--- src/hw/rtl/pmc_pkg.sv ---
// Shared types, constants and the base-pairing function of the palindrome mismatch counter.
package pmc_pkg;

  localparam int unsigned MaxLenDef = 64;

  localparam int unsigned CntW = 6;
  localparam logic [CntW-1:0] CntMax = {CntW{1'b1}};

  localparam logic [7:0] ChA = 8'h41;
  localparam logic [7:0] ChT = 8'h54;
  localparam logic [7:0] ChC = 8'h43;
  localparam logic [7:0] ChG = 8'h47;
  localparam logic [7:0] ChN = 8'h4E;

  typedef enum logic [1:0] {
    ST_LOAD,
    ST_CMP,
    ST_DONE
  } pmc_state_e;

  function automatic logic [7:0] base_pair(input logic [7:0] c);
    logic [7:0] r;
    case (c)
      ChA: r = ChT;
      ChT: r = ChA;
      ChC: r = ChG;
      ChG: r = ChC;
      default: r = ChN;
    endcase
    return r;
  endfunction

endpackage

--- src/hw/rtl/pmc_ram.sv ---
// Generic RAM: one write port, two read ports with registered read data.
module pmc_ram #(
  parameter int unsigned WIDTH = 8,
  parameter int unsigned DEPTH = 64
) (
  input  logic                     clk_i,
  input  logic                     we_i,
  input  logic [$clog2(DEPTH)-1:0] waddr_i,
  input  logic [WIDTH-1:0]         wdata_i,
  input  logic [$clog2(DEPTH)-1:0] raddr_a_i,
  input  logic [$clog2(DEPTH)-1:0] raddr_b_i,
  output logic [WIDTH-1:0]         rdata_a_o,
  output logic [WIDTH-1:0]         rdata_b_o
);

  logic [WIDTH-1:0] mem_q [DEPTH];

  always_ff @(posedge clk_i) begin
    if (we_i) begin
      mem_q[waddr_i] <= wdata_i;
    end
    rdata_a_o <= mem_q[raddr_a_i];
    rdata_b_o <= mem_q[raddr_b_i];
  end

endmodule

--- src/hw/rtl/palindrome_mismatch_counter_core.sv ---
// Palindrome mismatch counter: buffers a sequence and counts reverse-complement mismatches.
//
// Input channel s_axis: one ASCII character per beat in tdata[7:0]; tlast marks the
// final character of a sequence. Characters beyond MAX_LEN are dropped and flagged.
// Output channel m_axis: one beat per sequence, mismatch count in tdata[5:0] and the
// overflow flag in tuser[0].
// Characters are stored in a single RAM, and s_axis stays ready throughout loading.
// After the last beat a compare pass reads one pair per cycle through the two RAM read
// ports, position i against position n-1-i, for floor(n/2) pairs. Once the last read
// data are checked, the state moves to done, and the count enters the output register
// when that is free; s_axis is held not ready meanwhile. The count saturates at 63.
// The output beat sits in a register: while it waits, the next sequence loads. A new
// pass finishing before the previous beat is taken waits for the receiver.
// Reset clears the length, the overflow flag, the state and the output valid; the
// sequence RAM is not cleared, as only entries written in the current sequence are read.
module palindrome_mismatch_counter_core #(
  parameter int unsigned MAX_LEN = pmc_pkg::MaxLenDef
) (
  input  logic       clk_i,
  input  logic       rst_ni,
  input  logic       s_axis_tvalid,
  output logic       s_axis_tready,
  input  logic [7:0] s_axis_tdata,   // [7:0] nucleotide
  input  logic       s_axis_tlast,   // last
  output logic       m_axis_tvalid,
  input  logic       m_axis_tready,
  output logic [7:0] m_axis_tdata,   // [5:0] mismatches, [7:6] zero
  output logic       m_axis_tuser    // [0] too_long
);

  localparam int unsigned AW = $clog2(MAX_LEN);
  localparam int unsigned LW = $clog2(MAX_LEN + 1);
  localparam int unsigned CW = pmc_pkg::CntW;

  pmc_pkg::pmc_state_e state_q, state_d;

  logic [LW-1:0] len_q, len_d;
  logic          ovf_q, ovf_d;
  logic [LW-1:0] n_q, n_d;
  logic          fin_ovf_q, fin_ovf_d;
  logic [LW-1:0] idx_q, idx_d;
  logic          rd_vld_q, rd_vld_d;
  logic [CW-1:0] cnt_q, cnt_d;

  logic          out_vld_q, out_vld_d;
  logic [CW-1:0] out_cnt_q, out_cnt_d;
  logic          out_ovf_q, out_ovf_d;

  logic          in_beat;
  logic          has_room;
  logic [LW-1:0] half;
  logic          pairs_left;
  logic          out_free;
  logic          ram_we;
  logic [AW-1:0] raddr_a, raddr_b;
  logic [LW-1:0] mirror;
  logic [7:0]    rdata_a, rdata_b;
  logic          pass_done;

  assign in_beat    = s_axis_tvalid && s_axis_tready;
  assign has_room   = (len_q < LW'(MAX_LEN));
  assign half       = n_q >> 1;
  assign pairs_left = (idx_q < half);
  assign pass_done  = !pairs_left && !rd_vld_q;
  assign out_free   = !out_vld_q || m_axis_tready;
  assign mirror     = n_q - LW'(1) - idx_q;
  assign raddr_a    = idx_q[AW-1:0];
  assign raddr_b    = mirror[AW-1:0];

  pmc_ram #(
    .WIDTH(8),
    .DEPTH(MAX_LEN)
  ) u_seq_ram (
    .clk_i    (clk_i),
    .we_i     (ram_we),
    .waddr_i  (len_q[AW-1:0]),
    .wdata_i  (s_axis_tdata),
    .raddr_a_i(raddr_a),
    .raddr_b_i(raddr_b),
    .rdata_a_o(rdata_a),
    .rdata_b_o(rdata_b)
  );

  // next state
  always_comb begin
    state_d = state_q;
    case (state_q)
      pmc_pkg::ST_LOAD: begin
        if (in_beat && s_axis_tlast) state_d = pmc_pkg::ST_CMP;
      end
      pmc_pkg::ST_CMP: begin
        if (pass_done) state_d = pmc_pkg::ST_DONE;
      end
      pmc_pkg::ST_DONE: begin
        if (out_free) state_d = pmc_pkg::ST_LOAD;
      end
      default: state_d = pmc_pkg::ST_LOAD;
    endcase
  end

  // state outputs
  always_comb begin
    s_axis_tready = 1'b0;
    ram_we        = 1'b0;
    case (state_q)
      pmc_pkg::ST_LOAD: begin
        s_axis_tready = 1'b1;
        ram_we        = in_beat && has_room;
      end
      pmc_pkg::ST_CMP:  s_axis_tready = 1'b0;
      pmc_pkg::ST_DONE: s_axis_tready = 1'b0;
      default:          s_axis_tready = 1'b0;
    endcase
  end

  // datapath
  always_comb begin
    len_d     = len_q;
    ovf_d     = ovf_q;
    n_d       = n_q;
    fin_ovf_d = fin_ovf_q;
    idx_d     = idx_q;
    rd_vld_d  = 1'b0;
    cnt_d     = cnt_q;
    out_vld_d = out_vld_q && !m_axis_tready;
    out_cnt_d = out_cnt_q;
    out_ovf_d = out_ovf_q;

    if (state_q == pmc_pkg::ST_LOAD && in_beat) begin
      if (has_room) len_d = len_q + LW'(1);
      else          ovf_d = 1'b1;
      if (s_axis_tlast) begin
        // latch the finished sequence and rearm for the next one
        n_d       = has_room ? len_q + LW'(1) : len_q;
        fin_ovf_d = !has_room || ovf_q;
        len_d     = '0;
        ovf_d     = 1'b0;
        idx_d     = '0;
        cnt_d     = '0;
      end
    end

    if (state_q == pmc_pkg::ST_CMP) begin
      if (pairs_left) begin
        idx_d    = idx_q + LW'(1);
        rd_vld_d = 1'b1;
      end
      if (rd_vld_q && (rdata_a != pmc_pkg::base_pair(rdata_b))
          && (cnt_q != pmc_pkg::CntMax)) begin
        cnt_d = cnt_q + CW'(1);
      end
    end

    if (state_q == pmc_pkg::ST_DONE && out_free) begin
      out_vld_d = 1'b1;
      out_cnt_d = cnt_q;
      out_ovf_d = fin_ovf_q;
    end
  end

  always_ff @(posedge clk_i or negedge rst_ni) begin
    if (!rst_ni) begin
      state_q   <= pmc_pkg::ST_LOAD;
      len_q     <= '0;
      ovf_q     <= 1'b0;
      rd_vld_q  <= 1'b0;
      out_vld_q <= 1'b0;
    end else begin
      state_q   <= state_d;
      len_q     <= len_d;
      ovf_q     <= ovf_d;
      rd_vld_q  <= rd_vld_d;
      out_vld_q <= out_vld_d;
    end
  end

  always_ff @(posedge clk_i) begin
    n_q       <= n_d;
    fin_ovf_q <= fin_ovf_d;
    idx_q     <= idx_d;
    cnt_q     <= cnt_d;
    out_cnt_q <= out_cnt_d;
    out_ovf_q <= out_ovf_d;
  end

  assign m_axis_tvalid = out_vld_q;
  assign m_axis_tdata  = {{(8 - CW){1'b0}}, out_cnt_q};
  assign m_axis_tuser  = out_ovf_q;

`ifndef ASSERT_OFF
  a_len_bound: assert property (@(posedge clk_i) disable iff (!rst_ni)
    len_q <= LW'(MAX_LEN))
    else $error("stored length beyond buffer size");

  a_idx_bound: assert property (@(posedge clk_i) disable iff (!rst_ni)
    (state_q == pmc_pkg::ST_CMP) |-> (idx_q <= half))
    else $error("compare index ran past half length");

  a_cnt_bound: assert property (@(posedge clk_i) disable iff (!rst_ni)
    (state_q == pmc_pkg::ST_CMP) |-> ({{LW{1'b0}}, cnt_q} <= {{CW{1'b0}}, idx_q}))
    else $error("mismatch count exceeds pairs read");

  a_rd_in_pass: assert property (@(posedge clk_i) disable iff (!rst_ni)
    rd_vld_q |-> (state_q == pmc_pkg::ST_CMP))
    else $error("read data returned outside compare pass");

  a_load_flow: assert property (@(posedge clk_i) disable iff (!rst_ni)
    (in_beat && s_axis_tlast) |=> (state_q == pmc_pkg::ST_CMP && len_q == '0 && !ovf_q))
    else $error("last beat did not start compare pass");
`endif

endmodule
--- config.mk ---
export PLATFORM = sky130hd
export DESIGN_NAME = palindrome_mismatch_counter_core
export DESIGN_NICKNAME = d
export VERILOG_FILES = /design/src/hw/rtl/pmc_pkg.sv /design/src/hw/rtl/pmc_ram.sv /design/src/hw/rtl/palindrome_mismatch_counter_core.sv
export SDC_FILE = /design/constraint.sdc
export NUM_CORES = 1
export LEC_CHECK = 0
export BUFFER_PORTS_ARGS = -buffer_cell sky130_fd_sc_hd__buf_4
export CORE_ASPECT_RATIO = 0.7
export CORE_UTILIZATION = 60
export CTS_CLUSTER_DIAMETER = 50
export DETAILED_ROUTE_END_ITERATION = 8
export HOLD_SLACK_MARGIN = 0.12
export PLACE_DENSITY = 0.78
export SLEW_MARGIN = 10
export SYNTH_ARGS = -nofsm -noshare
export SYNTH_HDL_FRONTEND = slang
export SYNTH_SLANG_ARGS = --single-unit
--- constraint.sdc ---
create_clock -name clk_i -period 4.4 [get_ports clk_i]
set_input_delay 0.66 -clock clk_i [delete_from_list [all_inputs] [get_ports clk_i]]
set_output_delay 0.66 -clock clk_i [all_outputs]
set_load 0.005 [all_outputs]
# Yosys cells after proc, flatten, opt, wreduce, memory -nomap -nowiden
# Memories as Yosys holds them, arrays and structs flattened. A register that Yosys moved wholly into a read port is not among the register bits.
# Cells that the tools add are included.
[totals]
wordCells = 76
inputBits = 13
mem_bits_rw = 512
memories = 1
mem_bits_ro = 0
latchBits = 0
ff_bits = 40
output_inout_bits = 11
[mem_list]
columns = ["memory", "words", "word_bits", "read_ports", "rd_clocked_by_memory_dff", "write_ports", "line_no", "rtl"]
rows = [
  ["u_seq_ram.mem_q", 64, 8, 2, 2, 1, "pmc_ram.sv:16", "logic [WIDTH-1:0] mem_q [DEPTH];"],
]
[op_classes]
n_addsub = 5
reduce_logical = 20
div = 0
shift = 0
bitwise_logic = 0
mul = 0
magnitude_cmp = 2
n_eq_ne = 12
muxes = 25
[op_table]
columns = ["op", "count"]
rows = [
  ["$mux 7", 6],
  ["$eq 8x7->1 const B", 4],
  ["$mux 6", 4],
  ["$pmux 5 s4", 1],
  ["$add 7x1->7 const B", 2],
  ["$logic_and 1x1->1", 9],
  ["$mux 1", 9],
  ["$mux 8", 1],
  ["$ne 2x2->1 const B", 4],
  ["$ne 8x8->1", 1],
  ["$lt 7x6->1", 1],
  ["$lt 7x7->1 const B", 1],
  ["$add 6x1->6 const B", 1],
  ["$mux 2", 3],
  ["$ne 6x6->1 const B", 1],
  ["$pmux 2 s3", 1],
  ["$sub 6x1->6 const B", 1],
  ["$sub 6x6->6", 1],
  ["$logic_not 1->1", 5],
  ["$reduce_and 2->1", 2],
  ["$reduce_and 3->1", 1],
  ["$eq 2x1->1 const B", 1],
  ["$eq 2x2->1 const B", 1],
  ["$logic_not 2->1", 1],
  ["$logic_or 1x1->1", 2],
]

# Longest topological paths before layout
# Gate-level depths: netlist (run 1).
[depth]
ltp_word = 8
depth_mapped = 16
mapped_depth_nobuf = 10

# Cells and area by module
# A second synthesis (run 1) with hierarchy kept.
[unflattened]
cells_unflattened = 1424
hier_area_um2 = 26482.9
[modules_own_cells]
columns = ["module", "n_inst", "area_per_inst_um2", "seq_area_each_um2", "cells_each"]
rows = [
  ["pmc_ram", 1, 24274.5, 15695.1, 1211],
  ["palindrome_mismatch_counter_core", 1, 2208.4, 1011.0, 213],
]

# Least setup slack after synthesis (run 1)
# No wires, ideal clock.
[synth_timing]
kind = "reg2reg"
from = "register idx_q[1]"
to = "register u_seq_ram.rdata_b_o[0] (read register of u_seq_ram.mem_q)"
setup_time_ns = 0.129
path_stages_with_launch = 13
setup_slack_ns = 0.508
synth_period_minus_slack_ns = 3.892
n_path_buf = 4
arrival_time_ns = 3.763
required_time_ns = 4.271
path_cell_list = "dfxtp_1 -> clkbuf_1 -> clkbuf_1 -> clkbuf_1 -> inv_1 -> ha_1 -> a21o_1 -> a21oi_1 -> xnor2_1 -> buf_1 -> mux4_2 -> o211ai_1 -> o21ai_0"
[synth_via]
elab_chain_len = 1
[synth_lines]
columns = ["item", "line_no", "rtl"]
rows = [
  ["from (decl)", "palindrome_mismatch_counter_core.sv:41", "logic [LW-1:0] idx_q, idx_d;"],
  ["from (signal assigned)", "palindrome_mismatch_counter_core.sv:180", "idx_q <= idx_d;"],
  ["$sub 6x6->6", "palindrome_mismatch_counter_core.sv:66", "assign mirror = n_q - LW'(1) - idx_q;"],
  ["to (decl)", "pmc_ram.sv:13", "output logic [WIDTH-1:0] rdata_b_o"],
]
# Every way passes these cells.
# A chain may end at the register's enable or synchronous reset.

==> reports/metrics.cfg, run 1 <==
[setup_path]
slowest_delay_ns=0.79
cp.arrival_ns=4.48
path_buf_inv=2
end_kind=flop
ff2ff_setup_slack_ns=0.30
r2r_start=idx_q[0]
r2r-end=u_seq_ram.rdata_a_o[5]
cp-start-kind=flop
cp_slowest_cell=a211oi_1
worstPathRequired_ns=4.79
endpoint=u_seq_ram.rdata_a_o[5]
crit_family=buffers and inverters
cp_common_cell=mux4_2
path_depth=6
crit_type=reg -> reg
crit_chain=buf_12 > buf_4 > mux4_2 > mux4_2 > a211oi_1 > a31oi_1
crit_path_start=idx_q[0]
rr_worst_depth=6
path_max_fanout=104

[place]
dp_hpwl_um=43200
gp_congestion=0.919
port_buffers=21

[global_route]
grt_max_degree=105
antenna_found_initial=1
grt_pass1_vias=14600
overflow=0
grt_pass1_wl_um=101000
grt.total_usage=0.319

[synth]
synth_common_cells=527 x edfxtp_1, 304 x mux4_2, 88 x nand2_1, 73 x nor2_1, 52 x clkbuf_1
syn_area_per_cell_um2=19.4
ys_seq_elements=568
synthFlopType=edfxtp_1
synth-edff-count=527
synth_cell_types=61
async_flop_share=0.0211
synth_top_cells_by_area=edfxtp_1 60%, mux4_2 26%, dfxtp_1 2.2%
netlist_area_um2=26300
yosysSeqAreaShare=0.635
yosysTopAreaCell=edfxtp_1
netlist_instances=1360
ys_warn_count=0
yosysMostFrequentCell=edfxtp_1
yosysTopAreaCellShare=0.601

[timing]
finalSetupViolations=0
fmax_mhz=244
fin_tns_setup_ns=0
finalHoldViolCount=0
period_share=0.931
skew_ns=0.0186
grt_setup_unrepaired=no
final_max_slew_viol_count=0
worst_slew_margin_rel=0.197
holdWs_ns=0.340
tightestPinTransition_ns=1.20
finalCriticalPeriod_ns=4.10

[clock_tree]
cts.clk_slew.worst_paths_ns=0.06
cts_buffers=53
clk_path_buf_depth=3
clock_latency_ns=0.59
post_cts_buffers=0
clock-sinks=568
htreeDepth=2
clockRootBuffer=clkbuf_16
cts_tree=yes

[drt]
drt-initial-drc-count=2294
routed_wirelength_um=68700
drc=0
drtPass1Iterations=6
vias_per_cell=7.45
via_count=15100
ant_nets=0
wl_per_cell_um=33.9

[power_and_ir_drop]
leakage_nw=9.22
power.density_nw_per_um2=663
power.total_mw=19.3
peakVddDrop_mv=0.572

[layout]
antenna_cells=0
syn_to_final_growth_pct=10.4
final_nets=1428
fill_cells=2689
drive_gt1_frac=0.329

[flow_run]
drv_cap=0

[run_status]
status=finished, final reports clean

[floorplanning]
initial_utilization=0.615
chipHeight_um=177
dieArea_um2=44700
die_width_um=252
fp-row-count=63
coreArea_um2=42800
io_pins=24

[hold_path]
hold_depth=2
hold_path_class=in -> reg

==> registers in the layout (all words and copies together), names as in the netlist <==
register and count:
u_seq_ram.rdata_b_o 8, state_q 2, n_q 7, m_axis_tvalid 1, fin_ovf_q 1, u_seq_ram.mem_q 512
m_axis_tuser 1, len_q 7, ovf_q 1, idx_q 7, rd_vld_q 1, cnt_q 6
out_cnt_q 6, u_seq_ram.rdata_a_o 8
==> cell usage in the layout, fill, tap and decap left out, types with 9 or more instances in the layout <==
cell type	instances
o21ai_0	22
o211ai_1	9
nand3_1	10
nor2_1	73
clkbuf_16	55
edfxtp_1	527
a32oi_1	16
dfrtp_1	12
mux4_2	304
clkinv_1	11
inv_1	17
nand2_1	88
mux2i_1	23
buf_4	75
ha_1	12
clkbuf_1	16
dfxtp_1	26
==> layout make-up <==
cell class / count / area [um^2] / share of cell area
clock buffers: 73 / 1460 / 0.0504
clock inverters: 26 / 208 / 0.00715
inverters: 18 / 67.6 / 0.00233
multi-input cells: 678 / 9180 / 0.316
flip-flops and latches: 568 / 16700 / 0.575
well taps: 585 / 732 / 0.0252
repair buffers: 82 / 693 / 0.0239
==> timing repair <==
action                     4_1_cts  5_1_grt
gates resized for setup          0        0
hold endpoints to repair        12        0
hold buffers                     1        0
setup endpoints to repair        0        0
==> worst register-to-register path, cell delays in order, from the launching register on <==
cell	delay, ns
dfxtp_4	0.36
buf_12	0.59
buf_4	0.83
mux4_2	0.62
mux4_2	0.47
a211oi_1	0.79
a31oi_1	0.24
==> power breakdown <==
group	switching (mW)	internal [mW]
clock network	1.97	2.50
registers	0.226	6.15
logic	4.46	3.95
==> logic make-up after synthesis <==
group / share of synthesized area
AND/OR/NAND/NOR: 0.0387
adder cells (fa/ha/maj): 0.00694
XOR/XNOR: 0.00433
AO/OA/AOI/OAI: 0.0268
flip-flops: 0.635
buffers and inverters: 0.0191
multiplexers: 0.269
other: 0.000142
==> per-stage QoR <==
stage	area, um^2	worst slack [ns]	std cells	utilization
after global routing	29100	0.130	2030	0.679
after detailed placement	27400	0.445	1930	0.640
after CTS	29100	0.413	2030	0.679
after floorplan	26300	0.508	1361	-
after global placement	27400	0.379	1930	0.639
final	29100	0.304	2030	0.679
==> how the worst min path moves through the flow <==
stage,startpoint,end
2_1_floorplan,rst_ni,len_q[0]
3_3_place_gp,fin_ovf_q,m_axis_tuser
3_5_place_dp,fin_ovf_q,m_axis_tuser
4_1_cts,s_axis_tlast,len_q[3]
5_1_grt,s_axis_tlast,len_q[3]
6_report,s_axis_tlast,len_q[3]
==> layer usage <==
metal  global-route usage  vias to the layer above  routed length (um)
li1                     -                     5844                   -
met1                0.478                     7919               26300
met2                0.452                     1238               30100
met3                0.112                      126               10500
met4               0.0823                        2                1820
met5                    0                        -                  13
No activity file was read; power rests on OpenSTA's default activity.
==> run 2, diff against run 1 <==
==> constraint.sdc (replaced) <==
create_clock -name clk_i -period 5.06 [get_ports clk_i]
set_input_delay 0.759 -clock clk_i [delete_from_list [all_inputs] [get_ports clk_i]]
set_output_delay 0.759 -clock clk_i [all_outputs]
set_load 0.005 [all_outputs]
==> run 2 against run 1 <==
- worst setup slack better by 0.55 ns
- sequential share of layout area rose by 0.60 points
- clock skew is 0.0055 ns higher
- highest routed layer is now met4
==> reports/metrics.cfg, run 2 (synthesis results as in run 1) <==
[run_status]
status=finished, final reports clean

[timing]
tightestPinTransition_ns=1.31
fin_tns_setup_ns=0
skew_ns=0.0241
finalSetupViolations=0
final_max_slew_viol_count=0
finalCriticalPeriod_ns=4.21
finalHoldViolCount=0
period_share=0.832
fmax_mhz=238
grt_setup_unrepaired=no
worst_slew_margin_rel=0.126

[drt]
vias_per_cell=7.46
ant_nets=0
drt-initial-drc-count=2290
drtPass1Iterations=6
drc=0
routed_wirelength_um=67400
via_count=14800
wl_per_cell_um=33.9

[floorplanning]
initial_utilization=0.615
fp-row-count=63
coreArea_um2=42800
chipHeight_um=177
die_width_um=252
io_pins=24
dieArea_um2=44700

[global_route]
antenna_found_initial=0
overflow=0
grt_max_degree=129
grt_pass1_vias=14600
grt_pass1_wl_um=99600
grt.total_usage=0.314

[clock_tree]
clockRootBuffer=clkbuf_16
clk_path_buf_depth=3
cts_buffers=52
clock_latency_ns=0.60
cts.clk_slew.worst_paths_ns=0.07
post_cts_buffers=0
cts_tree=yes
htreeDepth=2
clock-sinks=568

[layout]
drive_gt1_frac=0.320
syn_to_final_growth_pct=9.25
largest_reg_flops=512
top_register=u_seq_ram.mem_q
mostFrequentLayoutCell=edfxtp_1
fin_util=0.672
top_regs=u_seq_ram.mem_q: 512 flops, u_seq_ram.rdata_a_o: 8 flops, u_seq_ram.rdata_b_o: 8 flops
antenna_cells=0
final_nets=1395
final_cell_mix=527 x edfxtp_1, 304 x mux4_2, 88 x nand2_1
fin_area_um2=28800

[setup_path]
cp.arrival_ns=4.63
end_kind=flop
crit_type=reg -> reg
path_max_fanout=87
cp-start-kind=flop
worstPathRequired_ns=5.48

[power_and_ir_drop]
power.total_mw=16.5
power.density_nw_per_um2=574
leakage_nw=9.02
peakVddDrop_mv=0.763

[place]
port_buffers=21
placed_area_um2=27100
dp_hpwl_um=41100
gp_congestion=0.953

[hold_path]
hold_path_class=in -> reg

[flow_run]
drv_cap=0

## run 2: cell types whose count changed in the layout (fill, tap and decap cells not counted), moves of 2 or more
| cell | previous run | this run |
|---|---|---|
| buf_4 | 75 | 44 |
| clkbuf_1 | 16 | 5 |
| clkbuf_16 | 55 | 53 |
| clkbuf_8 | 2 | 0 |
| clkinv_2 | 7 | 12 |
| clkinv_4 | 2 | 0 |
| clkinvlp_4 | 2 | 5 |
## run 2: worst max-delay path: stages, from the launching register on
cell and delay (ns):
dfxtp_4 0.39, buf_4 0.68, buf_12 0.65, mux4_2 0.63, mux4_2 0.47, and2_1 0.18
a211oi_1 0.83, a31oi_1 0.07
## run 2: power by group
group	internal, mW	leakage (nW)	switching [mW]	total [mW]
Clock	2.11	0.788	1.71	3.82
Combinational	3.40	3.08	3.78	7.18
Sequential	5.35	5.15	0.164	5.51
Total	10.9	9.02	5.65	16.5
## run 2: timing repair
| action | 4_1_cts | 5_1_grt |
|---|---|---|
| hold endpoints to repair | 12 | 0 |
| hold buffers | 1 | 0 |
| resized for setup | 0 | 0 |
## run 2: through the flow
stage               setup slack [ns]  hold slack [ns]  instances
floorplan                       1.17            0.400       1361
detailed placement              1.00            0.425       1898
global placement                1.02            0.419       1898
CTS                             1.02            0.390       1990
global route                   0.719            0.408       1990
finish                         0.851            0.411       1990
## run 2: cell type report
| cell class | instances | area, um^2 |
|---|---|---|
| clock buffers | 58 | 1350 |
| flip-flops and latches | 568 | 16700 |
| multi-input cells | 678 | 9180 |
| inverters | 18 | 67.6 |
| repair buffers | 50 | 440 |
| well taps | 585 | 732 |
| clock inverters | 33 | 273 |
| fillers | 2694 | 14000 |
## run 2: worst paths after layout
path	to	cells past startpoint	slack, ns	startpoint
worst max-delay path	u_seq_ram.rdata_a_o[1]	7	0.85	idx_q[0]
worst min-delay path	len_q[3]	2	0.41	s_axis_tlast
worst max register to register	u_seq_ram.rdata_a_o[1]	7	0.85	idx_q[0]
worst min register to register	m_axis_tuser	0	0.43	fin_ovf_q
max in group asynchronous	rd_vld_q	2	4.33	rst_ni
min in group asynchronous	len_q[6]	2	0.57	rst_ni
## run 2: routing by layer
layer  wire length (um)  track usage
met1              26300        0.477
met2              30100        0.453
met3               9220       0.0887
met4               1690       0.0836
met5                  0            0
